--- config.mk ---
export PLATFORM = sky130hd
export DESIGN_NAME = websocket_frame_header_parser_flat
export DESIGN_NICKNAME = d
export VERILOG_FILES = /design/src/hdl/wsfhp_pkg.sv /design/src/hdl/wsfhp_req_if.sv /design/src/hdl/wsfhp_rsp_if.sv /design/src/hdl/wsfhp_core.sv /design/src/hdl/websocket_frame_header_parser.sv /design/src/flat_wrapper.sv
export VERILOG_INCLUDE_DIRS = /design/src /design/src/hdl
export SDC_FILE = /design/constraint.sdc
export NUM_CORES = 1
export LEC_CHECK = 0
export ABC_CLOCK_PERIOD_IN_PS = 9120
export BUFFER_PORTS_ARGS = -buffer_cell sky130_fd_sc_hd__buf_2
export CORE_AREA = 2 2 140 142
export CTS_CLUSTER_SIZE = 20
export DETAILED_ROUTE_END_ITERATION = 8
export DIE_AREA = 0 0 142 144
export MAX_ROUTING_LAYER = met4
export PLACE_DENSITY_LB_ADDON = 0.12
export SETUP_SLACK_MARGIN = 0.5
export SYNTH_ARGS = -nofsm -noshare
export SYNTH_HDL_FRONTEND = slang
export SYNTH_SLANG_ARGS = --single-unit
--- constraint.sdc ---
create_clock -name clock -period 9.12 [get_ports clock]
set_input_delay 1.368 -clock clock [delete_from_list [all_inputs] [get_ports clock]]
set_output_delay 1.368 -clock clock [all_outputs]
set_load 0.02 [all_outputs]
--- src/hdl/websocket_frame_header_parser_assert.svh ---
`ifndef WEBSOCKET_FRAME_HEADER_PARSER_ASSERT_SVH
`define WEBSOCKET_FRAME_HEADER_PARSER_ASSERT_SVH

// property checked outside reset
`define WSFHP_ASSERT(label, clk, rst, prop) \
   label: assert property (@(posedge clk) disable iff (rst) prop) \
      else $error("websocket header parser check failed");

// property checked in every cycle, reset included
`define WSFHP_ASSERT_ALWAYS(label, clk, prop) \
   label: assert property (@(posedge clk) prop) \
      else $error("websocket header parser check failed");

`endif

--- src/hdl/wsfhp_pkg.sv ---
package wsfhp_pkg;

   localparam logic [7:0] RSV_MASK    = 8'h70;
   localparam logic [7:0] OP_RSV_BIT  = 8'h04;
   localparam logic [7:0] CTRL_MASK   = 8'h0C;
   localparam logic [7:0] CTRL_VALUE  = 8'h08;
   localparam logic [7:0] FIN_BIT     = 8'h80;
   localparam logic [6:0] LEN_EXT16   = 7'h7E;
   localparam logic [6:0] LEN_EXT64   = 7'h7F;

   localparam logic [1:0] ST_OK       = 2'd0;
   localparam logic [1:0] ST_RSV_BITS = 2'd1;
   localparam logic [1:0] ST_BAD_OP   = 2'd2;
   localparam logic [1:0] ST_CTRL_FIN = 2'd3;

   typedef struct packed {
      logic [1:0]  status;
      logic        fin_bit;
      logic [3:0]  opcode;
      logic        masked;
      logic [31:0] mask_key;
      logic [63:0] payload_length;
      logic [3:0]  header_length;
   } result_type;

endpackage

--- src/hdl/wsfhp_req_if.sv ---
interface wsfhp_req_if;
   logic       valid;
   logic       ready;
   logic [7:0] header_byte;
   logic       first_byte;

   modport source (output valid, output header_byte, output first_byte, input ready);
   modport sink   (input valid, input header_byte, input first_byte, output ready);
endinterface

--- src/hdl/wsfhp_rsp_if.sv ---
interface wsfhp_rsp_if;
   logic        valid;
   logic        ready;
   logic [1:0]  status;
   logic        fin_bit;
   logic [3:0]  opcode;
   logic        masked;
   logic [31:0] mask_key;
   logic [63:0] payload_length;
   logic [3:0]  header_length;

   modport source (output valid, output status, output fin_bit, output opcode,
                   output masked, output mask_key, output payload_length,
                   output header_length, input ready);
   modport sink   (input valid, input status, input fin_bit, input opcode,
                   input masked, input mask_key, input payload_length,
                   input header_length, output ready);
endinterface

--- src/hdl/wsfhp_core.sv ---
`include "websocket_frame_header_parser_assert.svh"

module wsfhp_core (
   input  logic                   clock,
   input  logic                   reset,
   input  logic                   step_en,
   input  logic [7:0]             header_byte,
   input  logic                   first_byte,
   output logic                   res_valid,
   output wsfhp_pkg::result_type  res
);

   localparam logic [2:0] PH_IDLE   = 3'd0;
   localparam logic [2:0] PH_LEN7   = 3'd1;
   localparam logic [2:0] PH_EXTLEN = 3'd2;
   localparam logic [2:0] PH_KEY    = 3'd3;

   logic [2:0]  phase_ff, phase_in;
   logic [3:0]  left_ff, left_in;
   logic        fin_ff, fin_in;
   logic [3:0]  opcode_ff, opcode_in;
   logic        masked_ff, masked_in;
   logic [63:0] len_ff, len_in;
   logic [31:0] key_ff, key_in;
   logic [3:0]  count_ff, count_in;
   logic        finish;
   logic [1:0]  err_code;
   logic        err;
   logic [6:0]  code;
   logic [3:0]  left_dec;

   assign code     = header_byte[6:0];
   assign left_dec = left_ff - 4'd1;

   always_comb begin
      err_code = wsfhp_pkg::ST_OK;
      if ((header_byte & wsfhp_pkg::RSV_MASK) != 8'h00) begin
         err_code = wsfhp_pkg::ST_RSV_BITS;
      end else if ((header_byte & wsfhp_pkg::OP_RSV_BIT) != 8'h00) begin
         err_code = wsfhp_pkg::ST_BAD_OP;
      end else if ((header_byte & wsfhp_pkg::FIN_BIT) == 8'h00 &&
                   (header_byte & wsfhp_pkg::CTRL_MASK) == wsfhp_pkg::CTRL_VALUE) begin
         err_code = wsfhp_pkg::ST_CTRL_FIN;
      end
   end

   always_comb begin
      phase_in  = phase_ff;
      left_in   = left_ff;
      fin_in    = fin_ff;
      opcode_in = opcode_ff;
      masked_in = masked_ff;
      len_in    = len_ff;
      key_in    = key_ff;
      count_in  = count_ff;
      finish    = 1'b0;
      err       = 1'b0;
      if (first_byte) begin
         phase_in  = PH_IDLE;
         left_in   = 4'd0;
         len_in    = 64'd0;
         key_in    = 32'd0;
         masked_in = 1'b0;
         count_in  = 4'd0;
         if (err_code != wsfhp_pkg::ST_OK) begin
            err = 1'b1;
         end else begin
            fin_in    = header_byte[7];
            opcode_in = header_byte[3:0];
            count_in  = 4'd1;
            phase_in  = PH_LEN7;
         end
      end else begin
         case (phase_ff)
            PH_LEN7: begin
               count_in  = 4'd2;
               masked_in = header_byte[7];
               len_in    = 64'd0;
               key_in    = 32'd0;
               if (code == wsfhp_pkg::LEN_EXT64) begin
                  phase_in = PH_EXTLEN;
                  left_in  = 4'd8;
               end else if (code == wsfhp_pkg::LEN_EXT16) begin
                  phase_in = PH_EXTLEN;
                  left_in  = 4'd2;
               end else begin
                  len_in = {57'd0, code};
                  if (header_byte[7]) begin
                     phase_in = PH_KEY;
                     left_in  = 4'd4;
                  end else begin
                     finish = 1'b1;
                  end
               end
            end
            PH_EXTLEN: begin
               len_in   = {len_ff[55:0], header_byte};
               count_in = count_ff + 4'd1;
               left_in  = left_dec;
               if (left_dec == 4'd0) begin
                  if (masked_ff) begin
                     phase_in = PH_KEY;
                     left_in  = 4'd4;
                  end else begin
                     finish = 1'b1;
                  end
               end
            end
            PH_KEY: begin
               key_in   = {key_ff[23:0], header_byte};
               count_in = count_ff + 4'd1;
               left_in  = left_dec;
               if (left_dec == 4'd0) begin
                  finish = 1'b1;
               end
            end
            default: begin
               // stray byte outside a header is dropped
            end
         endcase
         if (finish) begin
            phase_in = PH_IDLE;
            left_in  = 4'd0;
         end
      end
   end

   always_comb begin
      res_valid = step_en && (finish || err);
      if (err) begin
         res = '0;
         res.status = err_code;
      end else begin
         res.status         = wsfhp_pkg::ST_OK;
         res.fin_bit        = fin_in;
         res.opcode         = opcode_in;
         res.masked         = masked_in;
         res.mask_key       = masked_in ? key_in : 32'd0;
         res.payload_length = len_in;
         res.header_length  = count_in;
      end
   end

   always_ff @(posedge clock) begin
      if (reset) begin
         phase_ff  <= PH_IDLE;
         left_ff   <= 4'd0;
         fin_ff    <= 1'b0;
         opcode_ff <= 4'd0;
         masked_ff <= 1'b0;
         len_ff    <= 64'd0;
         key_ff    <= 32'd0;
         count_ff  <= 4'd0;
      end else if (step_en) begin
         phase_ff  <= phase_in;
         left_ff   <= left_in;
         fin_ff    <= fin_in;
         opcode_ff <= opcode_in;
         masked_ff <= masked_in;
         len_ff    <= len_in;
         key_ff    <= key_in;
         count_ff  <= count_in;
      end
   end

   `WSFHP_ASSERT(a_idle_no_left, clock, reset, (phase_ff == PH_IDLE) |-> (left_ff == 4'd0))
   `WSFHP_ASSERT(a_key_needs_mask, clock, reset, (phase_ff == PH_KEY) |-> masked_ff)
   `WSFHP_ASSERT(a_ext_has_left, clock, reset, (phase_ff == PH_EXTLEN) |-> (left_ff != 4'd0))

endmodule

--- src/hdl/websocket_frame_header_parser.sv ---
// a request is registered, then parsed; its result enters the output register once that register is free
// throughput: one header byte per cycle while the result output is not stalled
// while a result waits on the output register, one more request enters the input register,
// then ready drops until the result is taken
// reset is synchronous and active high; it clears the parser state and both valid flags
`include "websocket_frame_header_parser_assert.svh"

module websocket_frame_header_parser (
   input  logic         clock,
   input  logic         reset,
   wsfhp_req_if.sink    req_ch,
   wsfhp_rsp_if.source  rsp_ch
);

   logic                  in_valid_ff, in_valid_in;
   logic [7:0]            in_byte_ff;
   logic                  in_first_ff;
   logic                  out_valid_ff, out_valid_in;
   wsfhp_pkg::result_type out_res_ff;
   logic                  out_free;
   logic                  step_en;
   logic                  res_valid;
   wsfhp_pkg::result_type res;
   logic                  out_err;
   logic                  out_ok;
   logic                  err_fields_zero;
   logic                  in_stall;

   assign out_free     = !out_valid_ff || rsp_ch.ready;
   assign step_en      = in_valid_ff && out_free;
   assign req_ch.ready = !in_valid_ff || out_free;
   assign in_valid_in  = req_ch.valid || (in_valid_ff && !out_free);
   assign out_valid_in = out_free ? res_valid : out_valid_ff;

   wsfhp_core u_core (
      .clock       (clock),
      .reset       (reset),
      .step_en     (step_en),
      .header_byte (in_byte_ff),
      .first_byte  (in_first_ff),
      .res_valid   (res_valid),
      .res         (res)
   );

   always_ff @(posedge clock) begin
      if (reset) begin
         in_valid_ff  <= 1'b0;
         out_valid_ff <= 1'b0;
      end else begin
         if (req_ch.ready) begin
            in_valid_ff <= in_valid_in;
         end
         out_valid_ff <= out_valid_in;
      end
   end

   always_ff @(posedge clock) begin
      if (req_ch.valid && req_ch.ready) begin
         in_byte_ff  <= req_ch.header_byte;
         in_first_ff <= req_ch.first_byte;
      end
      if (out_free && res_valid) begin
         out_res_ff <= res;
      end
   end

   assign rsp_ch.valid          = out_valid_ff;
   assign rsp_ch.status         = out_res_ff.status;
   assign rsp_ch.fin_bit        = out_res_ff.fin_bit;
   assign rsp_ch.opcode         = out_res_ff.opcode;
   assign rsp_ch.masked         = out_res_ff.masked;
   assign rsp_ch.mask_key       = out_res_ff.mask_key;
   assign rsp_ch.payload_length = out_res_ff.payload_length;
   assign rsp_ch.header_length  = out_res_ff.header_length;

   assign out_err         = out_valid_ff && (out_res_ff.status != wsfhp_pkg::ST_OK);
   assign out_ok          = out_valid_ff && (out_res_ff.status == wsfhp_pkg::ST_OK);
   assign err_fields_zero = (out_res_ff.header_length == 4'd0) &&
                            (out_res_ff.payload_length == 64'd0);
   assign in_stall        = in_valid_ff && !out_free;

   `WSFHP_ASSERT(a_err_zero_fields, clock, reset, out_err |-> err_fields_zero)
   `WSFHP_ASSERT(a_ok_min_header, clock, reset, out_ok |-> (out_res_ff.header_length >= 4'd2))
   `WSFHP_ASSERT(a_in_held_on_stall, clock, reset, in_stall |=> in_valid_ff && $stable(in_byte_ff))
   `WSFHP_ASSERT_ALWAYS(a_reset_clears_out, clock, reset |=> !out_valid_ff)

endmodule
--- src/flat_wrapper.sv ---
// flat-port wrapper written by rule: the top's interface ports become plain ports
module websocket_frame_header_parser_flat 
  (clock, reset, req_ch_valid, req_ch_header_byte, req_ch_first_byte, req_ch_ready, rsp_ch_valid, rsp_ch_status, rsp_ch_fin_bit, rsp_ch_opcode, rsp_ch_masked, rsp_ch_mask_key, rsp_ch_payload_length, rsp_ch_header_length, rsp_ch_ready);
  wsfhp_req_if req_ch_i ();
  wsfhp_rsp_if rsp_ch_i ();
  input  logic clock;
  input  logic reset;
  input wire logic [$bits(req_ch_i.valid)-1:0] req_ch_valid;
  input wire logic [$bits(req_ch_i.header_byte)-1:0] req_ch_header_byte;
  input wire logic [$bits(req_ch_i.first_byte)-1:0] req_ch_first_byte;
  output wire logic [$bits(req_ch_i.ready)-1:0] req_ch_ready;
  output wire logic [$bits(rsp_ch_i.valid)-1:0] rsp_ch_valid;
  output wire logic [$bits(rsp_ch_i.status)-1:0] rsp_ch_status;
  output wire logic [$bits(rsp_ch_i.fin_bit)-1:0] rsp_ch_fin_bit;
  output wire logic [$bits(rsp_ch_i.opcode)-1:0] rsp_ch_opcode;
  output wire logic [$bits(rsp_ch_i.masked)-1:0] rsp_ch_masked;
  output wire logic [$bits(rsp_ch_i.mask_key)-1:0] rsp_ch_mask_key;
  output wire logic [$bits(rsp_ch_i.payload_length)-1:0] rsp_ch_payload_length;
  output wire logic [$bits(rsp_ch_i.header_length)-1:0] rsp_ch_header_length;
  input wire logic [$bits(rsp_ch_i.ready)-1:0] rsp_ch_ready;
  assign req_ch_i.valid = req_ch_valid;
  assign req_ch_i.header_byte = req_ch_header_byte;
  assign req_ch_i.first_byte = req_ch_first_byte;
  assign req_ch_ready = req_ch_i.ready;
  assign rsp_ch_valid = rsp_ch_i.valid;
  assign rsp_ch_status = rsp_ch_i.status;
  assign rsp_ch_fin_bit = rsp_ch_i.fin_bit;
  assign rsp_ch_opcode = rsp_ch_i.opcode;
  assign rsp_ch_masked = rsp_ch_i.masked;
  assign rsp_ch_mask_key = rsp_ch_i.mask_key;
  assign rsp_ch_payload_length = rsp_ch_i.payload_length;
  assign rsp_ch_header_length = rsp_ch_i.header_length;
  assign rsp_ch_i.ready = rsp_ch_ready;
  websocket_frame_header_parser u_core (.clock(clock), .reset(reset), .req_ch(req_ch_i), .rsp_ch(rsp_ch_i));
endmodule
---- Yosys cells after proc, flatten, opt, wreduce, memory -nomap -nowiden ----
Index checks and enable logic that the tools add are counted.
cells by class
  reduce and logical (&&, ||, !) cells .... 23
  bitwise logic cells ..................... 1
  equal/unequal tests ..................... 9
  mux-type cells .......................... 46
  add/sub/neg operators ................... 2
operator list
  cell                                                   number
  case mux 64 bit (2 select lines)                       1
  two-way mux 64 bit                                     1
  case mux 32 bit (2 select lines)                       1
  two-way mux 4 bit                                      10
  two-way mux 32 bit                                     1
  two-way mux 3 bit                                      7
  two-way mux 1 bit                                      16
  equality test 7 bit, second input constant             2
  two-way mux 7 bit                                      2
  case mux 4 bit (3 select lines)                        1
  zero test 8 bit                                        1
  inequality test 4 x 3 -> 1 bit, second input constant  2
  case mux 4 bit (2 select lines)                        1
  nonzero test 8 bit                                     1
  equality test 3 x 2 -> 1 bit, second input constant    2
  logical AND 1 bit                                      6
  two-way mux 2 bit                                      3
  inequality test 6 x 4 -> 1 bit, second input constant  1
  case mux 3 bit (2 select lines)                        1
  AND reduction 5 bit                                    1
  nonzero test 5 bit                                     1
  adder 4 x 1 -> 4 bit, second input constant            1
  zero test 4 bit                                        1
  logical OR 1 bit                                       4
  other kinds (10)                                       13
storage, ports and cells
  flip-flop bits (word level) ............. 232
  input port bits ......................... 13
  logic and storage cells ................. 100

---- Logic depth before layout (Yosys ltp) ----
  word-level depth ........................ 11
  depth in mapped cells ................... 9
  depth with buffers taken out ............ 8

---- Cells and area by module ----
From an unflattened synthesis, not the netlist that was laid out.
second synthesis, totals
  cell total of the unflattened synthesis .. 941
  area, all modules ....................... 9860.7 µm²
by module, submodules not included
  module                         times used  area each (µm²)  sequential area each (µm²)  cells an instance
  wsfhp_core                     1           6238.5           2242.2                      813
  websocket_frame_header_parser  1           3622.2           3553.4                      128

---- Worst setup path after synthesis ----
OpenSTA, ideal clock, no wires.
  kind .................................... input to register
  start point ............................. input rsp_ch_ready
  end point ............................... register u_core.out_res_ff, in the netlist u_core.rsp_ch.fin_bit (enable)
  data required time ...................... 8.413 ns
  slack ................................... -0.751 ns
  data arrival time ....................... 9.164 ns
  stages .................................. 4
  cell sequence ........................... nand2b_1 nand2_1 clkbuf_1 nor3_1
between the ends
  cells in the longest elaborated chain, start to end .. 4
RTL lines
  what                    line                                 RTL
  start: declaration      flat_wrapper.sv:20                   input wire logic [$bits(rsp_ch_i.ready)-1:0] rsp_ch_ready;
  logical OR 1 bit (*)    websocket_frame_header_parser.sv:29  assign out_free = !out_valid_ff || rsp_ch.ready;
  logical AND 1 bit       websocket_frame_header_parser.sv:30  assign step_en = in_valid_ff && out_free;
  logical AND 1 bit       wsfhp_core.sv:129                    res_valid = step_en && (finish || err);
  logical AND 1 bit (*)   websocket_frame_header_parser.sv:62  if (out_free && res_valid) begin
  end signal: assignment  websocket_frame_header_parser.sv:63  out_res_ff <= res;
  end: declaration        websocket_frame_header_parser.sv:19  wsfhp_pkg::result_type out_res_ff;
Mark *: on every way between the ends. The rest lies on a longest branch, timed or not.
A chain may end at the register's enable or synchronous reset.

---- Final worst setup path ----
  start point ............................. input rsp_ch_ready
  end point ............................... output req_ch_ready
between the ends
  cells in the longest elaborated chain, start to end .. 2
RTL lines
  what              line                                 RTL
  logical OR 1 bit  websocket_frame_header_parser.sv:29
  logical OR 1 bit  websocket_frame_header_parser.sv:31  assign req_ch.ready = !in_valid_ff || out_free;
  end: declaration  flat_wrapper.sv:11                   output wire logic [$bits(req_ch_i.ready)-1:0] req_ch_ready;
Every way passes these cells.

==> impl_results.rst <==
.. list-table::
   :header-rows: 1

   * - Metric
     - Value
   * - Result of the run
     - completed
   * - Mapped cell area
     - 9720 um^2
   * - Number of buffers between clock root and the deepest sink
     - 3
   * - Reported leakage power
     - 3.81 nW
   * - Core ar.
     - 19100 um^2
   * - Total half-perimeter wirelength after legalization and detailed placement
     - 13300 um
   * - WL final
     - 22600 um
   * - Flip-flop cell with the highest count after synthesis
     - edfxtp_1
   * - Signal arrival time at the worst endpoint
     - 2.22 ns
   * - Net Count, Synth
     - 1012
   * - Critical Path Fanout Max
     - 4
   * - Combinational fraction of design power
     - 0.065
   * - Shortest period the worst path allows
     - 3.59 ns
   * - Sequential Power Share
     - 0.504
   * - Via density
     - 5.56
   * - Power per unit of standard cell area
     - 199 nW/um^2
   * - Type of the worst setup path
     - primary input to output port
   * - Number of clock sinks
     - 231
   * - Area occupied by registers
     - 5800 um^2
   * - Total Die Area
     - 20400 um^2
   * - Worst relative slew slack
     - 0.251
   * - Maximum number of pins on one net before global-route repair
     - 124
   * - Placer Congestion
     - 0.817
   * - Number of slew-limit violations in the final report
     - 0
   * - Drt drc
     - 0
   * - Drt initial violations
     - 732
   * - Part of the total power dissipated in the clock network
     - 0.431
   * - Synthesized area per cell
     - 9.81 um^2
   * - Final core occ
     - 0.584
   * - Most frequent cells in the layout
     - 173 x a21oi_1, 133 x nand2_1, 121 x buf_2
   * - Fill cell instance count of the final layout
     - 1672
   * - Post-CTS sizing
     - 0
   * - Top cell type's share of synthesized area
     - 0.362
   * - CTS H-tree lvls
     - 1
   * - Total GRT Usage
     - 0.225
   * - Detailed Routing Iterations Pass 1
     - 5
   * - Internal power of the cells
     - 1.71 mW
   * - Setup TNS
     - 0 ns
   * - Final clock skew
     - 0.0228 ns
   * - Number of synthesized flops with an enable pin
     - 117
   * - Vias in the first global route
     - 6617
   * - Number of antenna violations at the first check in global routing
     - 0
   * - # port buffers
     - 122
   * - Die width
     - 142 um
   * - Type of the most critical hold path
     - flop to flop
   * - Fraction of layout instances using a drive strength above 1
     - 0.172
   * - Async set-reset flop share out of synthesis
     - 0
   * - Number of routed nets with antenna violations
     - 0
   * - Yosys cell types
     - 56
   * - Global-route wire length before repair
     - 35700 um
   * - Maximum ir drop on the vdd rail
     - 141 uV
   * - Number of instances in the placed design
     - 1279
   * - Sort of element at the end of the critical path
     - output port
   * - Post-synthesis cell type with the largest combined area
     - edfxtp_1
   * - Yosys reg bits
     - 231
   * - Synth Instances
     - 991
   * - Sw frac
     - 0.227
   * - Worst setup SP type
     - primary input
   * - Seq/Total Area, Yosys
     - 0.596
   * - Synth-to-layout area growth
     - 14.7%
   * - Required time reported for the critical path endpoint
     - 7.75 ns
   * - Skew-Pair Late Insertion Delay
     - 0.51 ns
   * - Setup violations, final
     - 0
   * - Final cycle utilization of the critical path
     - 0.394
   * - YS warnings
     - 0
   * - Worst hold path startpoint
     - u_core.u_core.len_ff[58]$_SDFFE_PP0P_
   * - Top cells by area in the synthesized netlist
     - edfxtp_1 36%, dfxtp_1 23%, a21oi_1 8.9%, nand2_1 5.2%, nand2b_1 3.7%
   * - Tightest Pin Transition
     - 1.12 ns
   * - Post-CTS setup buffer count
     - 0
   * - Effective utilization at floorplan
     - 0.509
   * - Final standard cell count with taps included and fillers excluded
     - 1322
   * - Min-Delay Path Depth
     - 2
   * - Clock edge transition at the registers on the reported setup and hold paths
     - 0.06 ns
   * - Cell count of the worst reg-to-reg path
     - 7
   * - Height of the die
     - 144 um
   * - Inserted Clock Buffers
     - 23
   * - Nets
     - 1087
   * - Multi-input combinational cell area
     - 3540 um^2
   * - Unrepaired setup endpoints after global routing
     - false
   * - Grt ovf
     - 0
   * - P_sw
     - 504 uW
   * - Critical Path Source
     - rsp_ch_ready
   * - FF-to-FF Start
     - u_core.u_core.phase_ff[1]$_SDFFE_PP0P_
   * - Number of primary I/O pins
     - 123
   * - Leading cell type in the layout, fill and taps excluded
     - a21oi_1
   * - Maximum operating frequency
     - 278 MHz
   * - Max Cap Violations
     - 0
   * - DR vias
     - 7353
   * - Hold-fix buffer count after cts
     - 0
   * - Cell Rows
     - 51
   * - Clk Tree Root Cell
     - clkbuf_16
   * - TritonCTS clock tree
     - yes
   * - WL per Instance
     - 17.1 um
   * - Number of hold-slack violations in the final timing report
     - 0
==> sequential cells by signal, summed over array words and instances (netlist names), 2 cells and up <==
signal,cells
u_core.u_core.count_ff,4
u_core.rsp_ch.mask_key,32
u_core.in_byte_ff,8
u_core.rsp_ch.status,2
u_core.u_core.opcode_ff,4
u_core.u_core.phase_ff,2
u_core.u_core.key_ff,32
u_core.rsp_ch.payload_length,64
u_core.rsp_ch.header_length,4
u_core.u_core.len_ff,64
u_core.u_core.left_ff,4
u_core.rsp_ch.opcode,4
==> kinds of logic after synthesis <==
| family | synth area share |
|---|---|
| and+or+nand+nor | 0.200 |
| AOI/OAI and AO/OA | 0.144 |
| DFF | 0.596 |
| buffers and inverters | 0.0445 |
| adders and majority gates | 0.0103 |
| xor gates and xnor gates | 0.00361 |
| muxes | 0.00116 |
==> stage by stage <==
step	total power [mW]	hold slack, ns	setup slack (ns)	instance area (um^2)
after floorplan	1.24	0.434	2.57	9720
after global placement	1.28	0.442	5.55	10400
after detailed placement	1.28	0.449	5.55	10400
after CTS	2.24	0.457	5.54	11100
after global routing	2.29	0.481	5.39	11100
final	2.22	0.456	5.53	11100
==> worst max-delay path, stage by stage <==
cell      delay, ns
buf_2          0.12
nand2b_1       0.21
or2_2          0.35
buf_2          0.18
==> power by group through the flow <==
stage | Sequential [mW] | Combinational, mW | Clock [mW]
global route | 1.12 | 0.156 | 1.02
finish | 1.12 | 0.144 | 0.956
floorplan | 1.15 | 0.0906 | 0
CTS | 1.12 | 0.145 | 0.976
detailed placement | 1.14 | 0.144 | 0
global placement | 1.14 | 0.145 | 0
==> path summary, 6_finish.rpt <==
check	slack, ns	end
setup / recovery	5.53	req_ch_ready
hold reg to reg	0.46	u_core.u_core.len_ff[58]$_SDFFE_PP0P_
setup reg to reg	5.69	u_core.rsp_ch.mask_key[26]$_SDFFCE_PP0P_
hold / removal	0.46	u_core.u_core.len_ff[58]$_SDFFE_PP0P_
==> cell usage after synthesis, drive strengths merged, types with 2 or more instances <==
cell      n
a21oi   173
nand2   134
edfxtp  117
dfxtp   114
nor2     89
clkbuf   73
nand3    64
nand2b   58
a22oi    39
and3     33
inv      11
nor2b    11
buf      10
ha        8
nor3      7
a22o      4
o21ai     4
a211oi    2
a221oi    2
a41oi     2
and2      2
o21a      2
o31ai     2
or2       2
or2b      2
xnor2     2
xor2      2
==> area by class of cell <==
class                      instances  area share
sequential                       231       0.520
multi-input combinational        665       0.317
timing repair buffer             133      0.0624
clock buffer                      33      0.0605
tap                              238      0.0267
clock inverter                     9     0.00876
inverter                          12     0.00404
antenna                            1    0.000224
==> layer usage <==
| metal | up-vias | GRT usage | part of all wire |
|---|---|---|---|
| li1 | 3617 | - | - |
| met1 | 3495 | 0.331 | 0.48 |
| met2 | 215 | 0.327 | 0.45 |
| met3 | 26 | 0.0321 | 0.052 |
| met4 | 0 | 0.0595 | 0.019 |
| met5 | - | - | 0 |
Power figures use the tool's default switching activity.
